### src/hdl/tesp_pkg.sv
`default_nettype none

package tesp_pkg;

  localparam int CpW   = 21;
  localparam int KindW = 2;
  localparam int ActW  = 4;

  // Cluster kinds
  localparam logic [KindW-1:0] KIND_EMPTY  = 2'd0;
  localparam logic [KindW-1:0] KIND_SINGLE = 2'd1;

  // Result actions
  localparam logic [ActW-1:0] ACT_NONE     = 4'd0;
  localparam logic [ActW-1:0] ACT_PRINT    = 4'd1;
  localparam logic [ActW-1:0] ACT_ED0      = 4'd2;
  localparam logic [ActW-1:0] ACT_EL0      = 4'd6;
  localparam logic [ActW-1:0] ACT_OSC_DONE = 4'd9;

  typedef struct packed {
    logic [CpW-1:0]   first_codepoint;
    logic [KindW-1:0] cluster_kind;
  } tesp_item_t;

  typedef struct packed {
    logic [ActW-1:0] action;
    logic [CpW-1:0]  print_codepoint;
    logic            malformed;
  } tesp_result_t;

endpackage

`default_nettype wire

### src/hdl/terminal_escape_sequence_parser.sv
`default_nettype none

// Terminal escape sequence parser. Each input item is one grapheme cluster
// (first codepoint plus a kind: empty, single or several codepoints) and
// produces exactly one result item: print, erase in display 0-3, erase in
// line 0-2, OSC done, or no action, with a malformed flag for sequences that
// were rejected. Throughput is one item per clock while the result side is
// not stalled. An accepted item is loaded into the input register, moves into
// the result register when that register is empty or being taken, and is on
// the result ports from then on. The limit is the parser state update in
// tesp_step, which every item must pass through before the next one can be
// decoded. No clearing pass follows reset; the block takes items as soon as
// reset is released.

module terminal_escape_sequence_parser (
  input  wire logic                          clk,
  input  wire logic                          rst_n,
  // input items
  input  wire logic                          in_valid,
  output logic                               in_stall,
  input  wire logic [tesp_pkg::CpW-1:0]      in_first_codepoint,
  input  wire logic [tesp_pkg::KindW-1:0]    in_cluster_kind,
  // result items
  output logic                               out_valid,
  input  wire logic                          out_stall,
  output logic [tesp_pkg::ActW-1:0]          out_action,
  output logic [tesp_pkg::CpW-1:0]           out_print_codepoint,
  output logic                               out_malformed
);

  logic                    s1_valid_r, s1_valid_nxt;
  tesp_pkg::tesp_item_t    s1_item_r;
  logic                    out_valid_r, out_valid_nxt;
  tesp_pkg::tesp_result_t  out_result_r;
  tesp_pkg::tesp_result_t  step_result;
  logic                    advance;
  logic                    in_acc;
  logic                    step_en;

  // Advance the result register whenever it is empty or being taken.
  assign advance  = !out_valid_r || !out_stall;
  // Hold the input register only while its item cannot move on.
  assign in_stall = s1_valid_r && !advance;
  assign in_acc   = in_valid && !in_stall;
  assign step_en  = s1_valid_r && advance;

  assign s1_valid_nxt  = in_stall ? s1_valid_r : in_valid;
  assign out_valid_nxt = advance ? s1_valid_r : out_valid_r;

  always_ff @(posedge clk) begin
    if (!rst_n) begin
      s1_valid_r  <= 1'b0;
      out_valid_r <= 1'b0;
    end else begin
      s1_valid_r  <= s1_valid_nxt;
      out_valid_r <= out_valid_nxt;
    end
  end

  // Payload registers carry no reset.
  always_ff @(posedge clk) begin
    if (in_acc) begin
      s1_item_r.first_codepoint <= in_first_codepoint;
      s1_item_r.cluster_kind    <= in_cluster_kind;
    end
    if (step_en) begin
      out_result_r <= step_result;
    end
  end

  // Decode the held item against the parser state and update that state.
  tesp_step u_step (
    .clk     (clk),
    .rst_n   (rst_n),
    .step_en (step_en),
    .item    (s1_item_r),
    .result  (step_result)
  );

  assign out_valid           = out_valid_r;
  assign out_action          = out_result_r.action;
  assign out_print_codepoint = out_result_r.print_codepoint;
  assign out_malformed       = out_result_r.malformed;

endmodule

`default_nettype wire

### src/hdl/tesp_step.sv
`default_nettype none

module tesp_step (
  input  wire logic                  clk,
  input  wire logic                  rst_n,
  input  wire logic                  step_en,
  input  wire tesp_pkg::tesp_item_t  item,
  output tesp_pkg::tesp_result_t     result
);

  localparam logic [3:0] ST_RAW  = 4'd0;
  localparam logic [3:0] ST_ESC  = 4'd1;
  localparam logic [3:0] ST_SS2  = 4'd2;
  localparam logic [3:0] ST_SS3  = 4'd3;
  localparam logic [3:0] ST_DCS  = 4'd4;
  localparam logic [3:0] ST_CSI  = 4'd5;
  localparam logic [3:0] ST_STR  = 4'd6;
  localparam logic [3:0] ST_OSC  = 4'd7;
  localparam logic [3:0] ST_SOS  = 4'd8;
  localparam logic [3:0] ST_PM   = 4'd9;
  localparam logic [3:0] ST_APC  = 4'd10;
  localparam logic [3:0] ST_KPAM = 4'd11;
  localparam logic [3:0] ST_KPNM = 4'd12;

  localparam logic [tesp_pkg::CpW-1:0] CP_ESC   = 21'h1B;
  localparam logic [tesp_pkg::CpW-1:0] CP_BEL   = 21'h07;
  localparam logic [tesp_pkg::CpW-1:0] CP_ST    = 21'h9C;
  localparam logic [tesp_pkg::CpW-1:0] CP_BSL   = 21'h5C;
  localparam logic [tesp_pkg::CpW-1:0] CP_FIN_L = 21'h40;
  localparam logic [tesp_pkg::CpW-1:0] CP_FIN_H = 21'h7E;
  localparam logic [tesp_pkg::CpW-1:0] CP_C1_L  = 21'h80;
  localparam logic [tesp_pkg::CpW-1:0] CP_C1_H  = 21'h9F;
  localparam logic [tesp_pkg::CpW-1:0] CP_DIG_L = 21'h30;
  localparam logic [tesp_pkg::CpW-1:0] CP_DIG_H = 21'h39;
  localparam logic [tesp_pkg::CpW-1:0] CP_J     = 21'h4A;
  localparam logic [tesp_pkg::CpW-1:0] CP_K     = 21'h4B;

  localparam logic [3:0] ED_MAX = 4'd3;
  localparam logic [3:0] EL_MAX = 4'd2;

  // {hit, target state}
  function automatic logic [4:0] esc_target(input logic [tesp_pkg::CpW-1:0] c);
    case (c)
      21'h4E:  return {1'b1, ST_SS2};
      21'h4F:  return {1'b1, ST_SS3};
      21'h50:  return {1'b1, ST_DCS};
      21'h5B:  return {1'b1, ST_CSI};
      21'h5C:  return {1'b1, ST_STR};
      21'h5D:  return {1'b1, ST_OSC};
      21'h58:  return {1'b1, ST_SOS};
      21'h5E:  return {1'b1, ST_PM};
      21'h5F:  return {1'b1, ST_APC};
      21'h3D:  return {1'b1, ST_KPAM};
      21'h3E:  return {1'b1, ST_KPNM};
      default: return {1'b0, ST_RAW};
    endcase
  endfunction

  function automatic logic [4:0] c1_target(input logic [tesp_pkg::CpW-1:0] c);
    case (c)
      21'h8E:  return {1'b1, ST_SS2};
      21'h8F:  return {1'b1, ST_SS3};
      21'h90:  return {1'b1, ST_DCS};
      21'h9B:  return {1'b1, ST_CSI};
      21'h9C:  return {1'b1, ST_STR};
      21'h9D:  return {1'b1, ST_OSC};
      21'h98:  return {1'b1, ST_SOS};
      21'h9E:  return {1'b1, ST_PM};
      21'h9F:  return {1'b1, ST_APC};
      default: return {1'b0, ST_RAW};
    endcase
  endfunction

  logic [3:0]                state_r, state_nxt;
  logic [1:0]                pcnt_r, pcnt_nxt;
  logic [tesp_pkg::CpW-1:0]  first_r, first_nxt;
  logic [tesp_pkg::CpW-1:0]  last_r, last_nxt;

  logic [tesp_pkg::CpW-1:0]  cp;
  logic                      present;
  logic                      multi;
  logic [3:0]                cur;
  logic [1:0]                add_cnt;
  logic [tesp_pkg::CpW-1:0]  add_first;
  logic                      digit_ok;
  logic [3:0]                erase_n;
  logic                      erase_bad;
  logic [4:0]                esc_hit;
  logic [4:0]                c1_hit;
  logic                      osc_end;

  always_comb begin
    cp      = item.first_codepoint;
    present = item.cluster_kind != tesp_pkg::KIND_EMPTY;
    multi   = item.cluster_kind != tesp_pkg::KIND_SINGLE;
    // keypad modes fall back to raw text and handle the same cluster there
    cur     = (state_r == ST_KPAM || state_r == ST_KPNM) ? ST_RAW : state_r;

    add_cnt   = (pcnt_r == 2'd2) ? 2'd2 : pcnt_r + 2'd1;
    add_first = (pcnt_r == 2'd0) ? cp : first_r;

    digit_ok  = first_r >= CP_DIG_L && first_r <= CP_DIG_H;
    erase_n   = (pcnt_r == 2'd0) ? 4'd0 : first_r[3:0];
    erase_bad = (pcnt_r > 2'd1) || (pcnt_r == 2'd1 && !digit_ok);

    esc_hit = esc_target(cp);
    c1_hit  = c1_target(cp);
    osc_end = cp == CP_BEL || cp == CP_ST ||
              (cp == CP_BSL && pcnt_r != 2'd0 && last_r == CP_ESC);

    state_nxt = state_r;
    pcnt_nxt  = pcnt_r;
    first_nxt = first_r;
    last_nxt  = last_r;
    result    = '0;

    if (present) begin
      case (cur)
        ST_ESC: begin
          if (multi) begin
            state_nxt        = ST_RAW;
            result.malformed = 1'b1;
          end else begin
            pcnt_nxt         = 2'd0;
            first_nxt        = '0;
            last_nxt         = '0;
            state_nxt        = esc_hit[3:0];
            result.malformed = !esc_hit[4];
          end
        end
        ST_CSI: begin
          if (multi) begin
            state_nxt        = ST_RAW;
            result.malformed = 1'b1;
          end else if (cp >= CP_FIN_L && cp <= CP_FIN_H) begin
            state_nxt = ST_RAW;
            if (cp == CP_J) begin
              if (erase_bad || erase_n > ED_MAX) begin
                result.malformed = 1'b1;
              end else begin
                result.action = tesp_pkg::ACT_ED0 + erase_n;
              end
            end else if (cp == CP_K) begin
              if (erase_bad || erase_n > EL_MAX) begin
                result.malformed = 1'b1;
              end else begin
                result.action = tesp_pkg::ACT_EL0 + erase_n;
              end
            end
          end else begin
            pcnt_nxt  = add_cnt;
            first_nxt = add_first;
            last_nxt  = cp;
          end
        end
        ST_OSC: begin
          if (multi) begin
            state_nxt        = ST_RAW;
            result.malformed = 1'b1;
          end else if (osc_end) begin
            result.action = tesp_pkg::ACT_OSC_DONE;
            state_nxt     = (cp == CP_BSL) ? ST_STR : ST_RAW;
          end else begin
            pcnt_nxt  = add_cnt;
            first_nxt = add_first;
            last_nxt  = cp;
          end
        end
        ST_SS2, ST_SS3, ST_DCS, ST_STR, ST_SOS, ST_PM, ST_APC: begin
          // drop the cluster
          state_nxt = ST_RAW;
        end
        default: begin
          state_nxt = ST_RAW;
          if (!multi && cp == CP_ESC) begin
            state_nxt = ST_ESC;
          end else if (!multi && cp >= CP_C1_L && cp <= CP_C1_H) begin
            state_nxt        = c1_hit[3:0];
            result.malformed = !c1_hit[4];
          end else begin
            result.action          = tesp_pkg::ACT_PRINT;
            result.print_codepoint = cp;
          end
        end
      endcase
    end
  end

  always_ff @(posedge clk) begin
    if (!rst_n) begin
      state_r <= ST_RAW;
      pcnt_r  <= 2'd0;
      first_r <= '0;
      last_r  <= '0;
    end else if (step_en) begin
      state_r <= state_nxt;
      pcnt_r  <= pcnt_nxt;
      first_r <= first_nxt;
      last_r  <= last_nxt;
    end
  end

  a_bad_no_action: assert property (@(posedge clk) disable iff (!rst_n)
    step_en && result.malformed |-> result.action == tesp_pkg::ACT_NONE)
    else $error("malformed item carries an action");

  a_cp_only_print: assert property (@(posedge clk) disable iff (!rst_n)
    step_en && result.action != tesp_pkg::ACT_PRINT |-> result.print_codepoint == '0)
    else $error("codepoint driven without print");

  a_esc_clears: assert property (@(posedge clk) disable iff (!rst_n)
    step_en && state_r == ST_ESC && item.cluster_kind == tesp_pkg::KIND_SINGLE
    |=> pcnt_r == 2'd0 && first_r == '0 && last_r == '0)
    else $error("parameters not cleared after ESC");

  a_empty_holds: assert property (@(posedge clk) disable iff (!rst_n)
    step_en && item.cluster_kind == tesp_pkg::KIND_EMPTY |=> $stable(state_r))
    else $error("empty cluster moved the parser state");

endmodule

`default_nettype wire

### config.mk
export PLATFORM = sky130hd
export DESIGN_NAME = terminal_escape_sequence_parser
export DESIGN_NICKNAME = d
export VERILOG_FILES = /design/src/hdl/tesp_pkg.sv /design/src/hdl/terminal_escape_sequence_parser.sv /design/src/hdl/tesp_step.sv
export SDC_FILE = /design/constraint.sdc
export NUM_CORES = 1
export LEC_CHECK = 0
export BUFFER_PORTS_ARGS = -buffer_cell sky130_fd_sc_hd__clkbuf_2
export CORE_MARGIN = 2
export CORE_UTILIZATION = 45
export CTS_BUF_LIST = sky130_fd_sc_hd__clkbuf_8
export CTS_CLUSTER_SIZE = 24
export DETAILED_ROUTE_END_ITERATION = 8
export GPL_TIMING_DRIVEN = 0
export PLACE_DENSITY = 0.75
export SLEW_MARGIN = 20
export SYNTH_ARGS = -nofsm -noshare
export SYNTH_HDL_FRONTEND = slang
export SYNTH_HIERARCHICAL = 1
export SYNTH_SLANG_ARGS = --single-unit
### constraint.sdc
create_clock -name clk -period 9 [get_ports clk]
set_input_delay 1.35 -clock clk [delete_from_list [all_inputs] [get_ports clk]]
set_output_delay 1.35 -clock clk [all_outputs]
set_load 0.005 [all_outputs]
[After elaboration in Yosys (flattened, before gate mapping)]
Cells that the tools add are included.
Word-level totals
  register bits: 99
  output and inout port bits: 28
Cells by class
  add/sub/neg operators: 3
  order comparisons: 9
  equality and inequality tests: 47
  multiplexer cells: 53
  bitwise gates (word level): 1
  reductions and logical operators: 35
Operators by type and width (number)
  equality test 21 x 7 -> 1 bit (second input constant): 11
  2-to-1 mux 21 bit: 10
  equality test 21 x 8 -> 1 bit (second input constant): 9
  case mux 21 bit (3 select lines): 2
  2-to-1 mux 4 bit: 17
  case mux 5 bit (11 select lines): 1
  case mux 5 bit (9 select lines): 1
  equality test 21 x 5 -> 1 bit (second input constant): 2
  equality test 21 x 6 -> 1 bit (second input constant): 2
  2-to-1 mux 23 bit: 1
  2-to-1 mux 22 bit: 1
  equality test 21 x 3 -> 1 bit (second input constant): 1
  greater-or-equal comparator 21 x 6 -> 1 bit (second input constant): 1
  greater-or-equal comparator 21 x 7 -> 1 bit (second input constant): 1
  greater-or-equal comparator 21 x 8 -> 1 bit (second input constant): 1
  less-or-equal comparator 21 x 6 -> 1 bit (second input constant): 1
  less-or-equal comparator 21 x 7 -> 1 bit (second input constant): 1
  less-or-equal comparator 21 x 8 -> 1 bit (second input constant): 1
  equality test 4 bit (second input constant): 5
  equality test 4 x 3 -> 1 bit (second input constant): 4
  case mux 4 bit (4 select lines): 1
  OR reduction 13 bit: 1
  2-to-1 mux 2 bit: 6
  case mux 4 bit (3 select lines): 1
  27 further kinds: 66

[Longest topological paths before layout]
Gate-level depths: netlist (run 1).
  depth after elaboration: 12
  depth in mapped cells: 10

[Cells and area by module]
Netlist (run 1), hierarchy kept.
Modules (own cells, without submodules)
  tesp_step: times used 1, cells each 380, area each 3101.7 um^2
  terminal_escape_sequence_parser: times used 1, cells each 57, area each 1555.2 um^2

[Worst setup path after synthesis (run 1)]
OpenSTA, ideal clock, no wires.
  kind: in2reg
  from: in out_stall
  to: reg u_step/first_r[0] (netlist name)
  library setup time: 0.061 ns
  arrival time: 4.931 ns
  setup slack: 4.008 ns
  stages: 6
  cell sequence: a21boi_0 > nand2_1 > a2111o_1 > nor2_1 > clkbuf_1 > a32o_1
Between the ends
  cells in the longest elaborated chain, start to end: 4
RTL lines
  from (decl): line terminal_escape_sequence_parser.sv:25  | input wire logic out_stall,
  logical NOT 1 bit: line terminal_escape_sequence_parser.sv:41  | assign advance = !out_valid_r || !out_stall;
  logical OR 1 bit: line terminal_escape_sequence_parser.sv:41
  logical AND 1 bit: line terminal_escape_sequence_parser.sv:45  | assign step_en = s1_valid_r && advance;
  AND reduction 8 bit (no line)
  to (signal assigned): line tesp_step.sv:198  | first_r <= first_nxt;
  to (decl): line tesp_step.sv:76  | logic [tesp_pkg::CpW-1:0] first_r, first_nxt;
No other way between the ends.
A chain may end at the register's enable or synchronous reset.

[Worst setup path after layout (run 1)]
  from: in out_stall
  to: out in_stall
Between the ends
  cells in the longest elaborated chain, start to end: 4
RTL lines
  logical NOT 1 bit: line terminal_escape_sequence_parser.sv:41
  logical OR 1 bit: line terminal_escape_sequence_parser.sv:41
  logical NOT 1 bit: line terminal_escape_sequence_parser.sv:43  | assign in_stall = s1_valid_r && !advance;
  logical AND 1 bit: line terminal_escape_sequence_parser.sv:43
  to (decl): line terminal_escape_sequence_parser.sv:20  | output logic in_stall,
No other way between the ends.

==> results of run 1 <==
-- worst paths after layout --
kind	cells after the start	slack, ps	endpoint
worst min-delay path	2	480	u_step/last_r[10]
worst min register to register	2	480	u_step/last_r[10]
worst max register to register	7	6010	out_action[0]
worst max-delay path	3	5850	in_stall
-- worst max-delay path, stage by stage --
cell and delay (ps):
clkbuf_2 130, and3_4 210, clkbuf_2 110
-- cell usage in the layout, fill, tap and decap left out, types with 5 or more instances in the layout --
| cell | n |
|---|---|
| nand4_1 | 7 |
| a31oi_1 | 5 |
| dfxtp_1 | 50 |
| and2_1 | 24 |
| nand2_1 | 39 |
| inv_1 | 9 |
| clkbuf_1 | 26 |
| nand3_1 | 30 |
| a32o_1 | 21 |
| clkbuf_8 | 12 |
| nor3_1 | 7 |
| nor4_1 | 6 |
| o21ai_0 | 11 |
| clkbuf_2 | 54 |
| edfxtp_1 | 49 |
| nor2_1 | 19 |
| nor2b_1 | 5 |
| a21oi_1 | 34 |
-- kinds of logic after synthesis --
family          after synthesis  share of synthesized area (%)
mux                           4                          0.860
fa+ha+maj                     4                           1.07
buf+inv                      41                           4.43
flops                        99                           53.1
compound gates              109                           17.5
simple gates                177                           22.5
xor+xnor                      3                          0.564
-- synth_stat cells, types with 4 or more instances --
library cell	instances	area share, %
nand2b_1	4	0.54
mux2i_1	4	0.86
ha_1	4	1.1
nand3_1	30	3.2
a31oi_1	5	0.67
inv_1	9	0.73
and2_1	24	3.2
nand2_1	39	3.1
nor4_1	6	0.81
a32o_1	21	4.5
nor3_1	7	0.75
dfxtp_1	50	21
clkbuf_1	26	2.1
a21oi_1	34	3.7
edfxtp_1	49	32
nor2_1	19	1.5
nor2b_1	6	0.81
o21ai_0	11	1.2
nor4bb_1	5	1.1
nand4_1	7	0.94
-- final cells by class --
cell class | count | area share (%)
clock inverters | 7 | 1.05
clock buffers | 9 | 2.32
inverters | 9 | 0.633
well taps | 136 | 3.19
multi-input cells | 297 | 37.4
flip-flops and latches | 99 | 46.3
repair buffers | 56 | 5.86
plain buffers | 32 | 3.23
-- state kept, by name, indices dropped and copies added (netlist names), 2 cells and up --
name	flops
s1_item_r	23
out_print_codepoint	21
out_action	4
u_step/last_r	21
u_step/state_r	4
u_step/first_r	21
u_step/pcnt_r	2
-- stage by stage --
| stage | setup slack [ps] | util, % |
|---|---|---|
| after floorplan | 4010 | - |
| after global placement | 2460 | 50.0 |
| after detailed placement | 5660 | 50.6 |
| after CTS | 5850 | 52.4 |
| after global routing | 5820 | 52.4 |
| final | 5850 | 52.4 |
-- report_power, final --
part           switching (mW)  internal [mW]  leakage [nW]
Combinational          0.0405         0.0279         0.853
Clock                   0.167          0.105        0.0929
Sequential             0.0119          0.489         0.872
-- per-layer routing --
metal	wire length [um]	part of all wire (%)	track usage [%]	up-vias
li1	-	-	-	1794
met1	5310	45	29.5	1807
met2	5140	44	32.7	192
met3	912	7.8	4.64	33
met4	361	3.1	11.1	0
met5	0	0	0	-
==> flow_metrics.tcl, run 1 <==
set metrics [dict create \
    synthesis.nets 468 \
    cts-root-buf "clkbuf_8" \
    drc 0 \
    hp-start "u_step/last_r[10]" \
    grt_usage_pct 21.7 \
    crit_type "in2out" \
    grt_pass1_wl_um 18700 \
    design_area_um2 5340 \
    start_util_pct 45.7 \
    nFillCells 938 \
    h-tree-depth 3 \
    area_growth_pct 14.7 \
    crit_path_max_fanout 3 \
    yosysSeqAreaShare_pct 53.1 \
    finalSetupViolCount 0 \
    clock_latency_ps 380 \
    syn-instance-count 437 \
    r2r_start "s1_item_r[10]" \
    peakVddDrop_mv 0.0740 \
    place_inst 629 \
    postCtsSetupRepairBufs 0 \
    avgSynthCellArea_um2 10.7 \
    antenna_found_initial 0 \
    cts_sinks 99 \
    placement.io_buffers 54 \
    drv_cap 0 \
    ioPinCount 55 \
    cp-start-kind "input pin" \
    finalHoldViolations 0 \
    ant_nets 0 \
    path_clk_slew_ps 100 \
    hold_path_class "reg2reg" \
    ys_ff_latch 99 \
    dp_hpwl_um 8360 \
    finalMaxSlewViolations 0 \
    grt_pass1_vias 3662 \
    die_h_um 106 \
    fin_worst_skew_ps 13.1 \
    status "finished clean" \
    multi_input_area_um2 2000 \
    grt_max_degree 25 \
    rows 37 \
    grt-ovfl-total 0 \
    die_w_um 106 \
    drive_above_1_share_pct 19.6 \
    period_needed_ps 3150 \
    crit_required_ps 7650 \
    diodes 0 \
    seq_area_um2 2470 \
    cts_buffer_depth 2 \
    critical_path.startpoint "out_stall" \
    wl_per_cell_um 18.2 \
    syn_area_um2 4660 \
    tightest_slew_ps 984 \
    synthFlopType "dfxtp_1" \
    finalCritPeriodShare_pct 35.0 \
    ys_types 68 \
    drt_pre_antenna_iters 5 \
    yosys_warnings 6 \
    finalPower_mw 0.841 \
    cts_hold_buffers 0 \
    max_slew_margin_pct 33.8 \
    drt-total-wl_um 11700 \
    end_kind "output pin" \
    worstPathArrival_ps 1800 \
    hold_slack_ps 477 \
    rsz0062_at_grt "false" \
    fmax_ghz 0.318 \
    ys_async_sr_fraction_pct 0 \
    place_area_um2 5150 \
    gp_congestion 0.950 \
    layout.nets 535 \
    cts_resized 0 \
    final_cells 645 \
    vias 3826 \
    fin_setup_tns_ps 0 \
    drt_iter0_drc 315 \
    cts_tree "built" \
    core-area_um2 10200 \
    dieArea_um2 11200 \
    leakage_nw 1.82 \
    p_per_area_nw_per_um2 157 \
    synth-edff-count 49 \
    numCtsBuffers 9 \
    vias_per_cell 5.93 \
]
No activity file was read; power rests on OpenSTA's default activity.
==> run 2, diff against run 1 <==
Clock period 9 ns to 3 ns, I/O delays scaled along.
==> flow_metrics.tcl, run 2 (synthesis results as in run 1) <==
set metrics [dict create \
    place_area_um2 5150 \
    cts_tree "built" \
    vias_per_cell 6.01 \
    core-area_um2 10200 \
    gp_congestion 0.924 \
    timing.rr.end "out_action[0]" \
    finalCritPeriodShare_pct 97.2 \
    drv_cap 0 \
    peakVddDrop_mv 0.277 \
    cts_sinks 99 \
    cp-start-kind "flop" \
    largest_register_ff_count 23 \
    cts_hold_buffers 0 \
    start_util_pct 45.7 \
    holdPathEnd "s1_item_r[14]" \
    period_needed_ps 2920 \
    hp-start "in_first_codepoint[12]" \
    die_h_um 106 \
    final_cell_mix "54 x clkbuf_2, 50 x dfxtp_1, 49 x edfxtp_1" \
    p_sw_mw 0.663 \
    placement.io_buffers 54 \
    worstPathArrival_ps 3130 \
    crit_required_ps 3220 \
    path_clk_slew_ps 100 \
    end_kind "flop" \
    rsz0062_at_grt "false" \
    fmax_ghz 0.343 \
    postLayoutCoreUtil_pct 52.9 \
    p_sw_share_pct 26.2 \
    ioPinCount 55 \
    top_register "s1_item_r" \
    p_per_area_nw_per_um2 471 \
    rr_worst_depth 7 \
    diodes 0 \
    grt_max_degree 25 \
    leakage_nw 1.84 \
    dieArea_um2 11200 \
    h-tree-depth 3 \
    fin_worst_skew_ps 15.5 \
    grt_pass1_vias 3702 \
    drive_above_1_share_pct 20.5 \
    finalSetupViolCount 0 \
    grt_usage_pct 21.9 \
    tightest_slew_ps 915 \
    finalHoldViolations 0 \
    die_w_um 106 \
    design_area_um2 5380 \
    drt-total-wl_um 12000 \
    numCtsBuffers 9 \
    fin_setup_tns_ps 0 \
    final_common_cell "clkbuf_2" \
    wl_per_cell_um 18.5 \
    cts-root-buf "clkbuf_8" \
    rows 37 \
    crit_path_max_fanout 7 \
    status "finished clean" \
    r2r_start "s1_item_r[10]" \
    crit_type "reg2reg" \
    grt-ovfl-total 0 \
    hold_depth 1 \
    drt_iter0_drc 373 \
    hold_path_class "in2reg" \
    area_growth_pct 15.6 \
    clock_latency_ps 380 \
    cts_buffer_depth 2 \
    layout.nets 539 \
    ant_nets 0 \
    antenna_found_initial 0 \
    p_int_mw 1.87 \
    finalMaxSlewViolations 0 \
    vias 3902 \
    dp_hpwl_um 8600 \
    clkPwrFrac_pct 32.6 \
    combinationalPowerShare_pct 8.2 \
    grt_pass1_wl_um 19100 \
    reg2reg_slack_ps 80 \
    drt_pre_antenna_iters 5 \
    max_slew_margin_pct 38.4 \
    pwr-share-seq_pct 59.2 \
    drc 0 \
]
-- run 2: cell types whose count changed in the layout (fill, tap and decap cells not counted), sizes merged --
cell      before  now
buf            5    9
clkinv         1    2
clkinvlp       1    0
-- run 2: how the worst max path moves through the flow --
stage | startpoint | slack, ps | endpoint
2_1_floorplan | out_stall | 350 | u_step/first_r[0]
3_3_place_gp | out_stall | -400 | u_step/first_r[9]
3_5_place_dp | s1_item_r[9] | -1 | u_step/last_r[17]
4_1_cts | s1_item_r[19] | 50 | out_action[0]
5_1_grt | s1_item_r[19] | 7 | u_step/last_r[6]
6_report | s1_item_r[10] | 80 | out_action[0]
-- run 2: repair_timing --
item                                   CTS  global route
endpoints found under the hold margin    0             0
resized for setup                        1             1
setup endpoints to repair                4             8
pin swaps                                0             1
buffers inserted                         0             4
-- run 2: worst max-delay path: stages, from the launching register on --
cell	delay, ps
edfxtp_1	560
or4_4	500
nor4_4	350
buf_6	180
nand4_4	110
a2111o_1	450
or3b_1	410
a31oi_2	210
-- run 2: metal layers --
metal  global-route usage [%]  share of wire [%]
met1                     29.5                 44
met2                     35.3                 48
met3                     3.22                6.0
met4                     9.49                2.2
met5                        0                  0
-- run 2: area by class of cell --
class / count / area, um^2
fill: 931 / 4800
sequential: 99 / 2470
multi-input combinational: 297 / 2000
timing repair buffer: 60 / 343
buffer: 32 / 173
tap: 136 / 170
clock buffer: 9 / 124
clock inverter: 7 / 62.6
inverter: 9 / 33.8
-- run 2: metrics by stage --
step | total power [mW] | hold WS (ps) | cells | worst slack [ps]
floorplan | 1.64 | 443 | 437 | 355
global placement | 1.72 | 453 | 627 | -397
detailed placement | 1.74 | 459 | 629 | -1.40
CTS | 2.55 | 232 | 645 | 52.8
global route | 2.64 | 232 | 649 | 6.73
finish | 2.54 | 240 | 649 | 84.1
-- run 2: power by group through the flow --
stage	clock [mW]	sequential (mW)	combinational, mW
2_1_floorplan	0	1.52	0.117
3_3_place_gp	0	1.53	0.191
3_5_place_dp	0	1.53	0.205
4_1_cts	0.840	1.50	0.206
5_1_grt	0.903	1.51	0.228
6_report	0.827	1.50	0.208
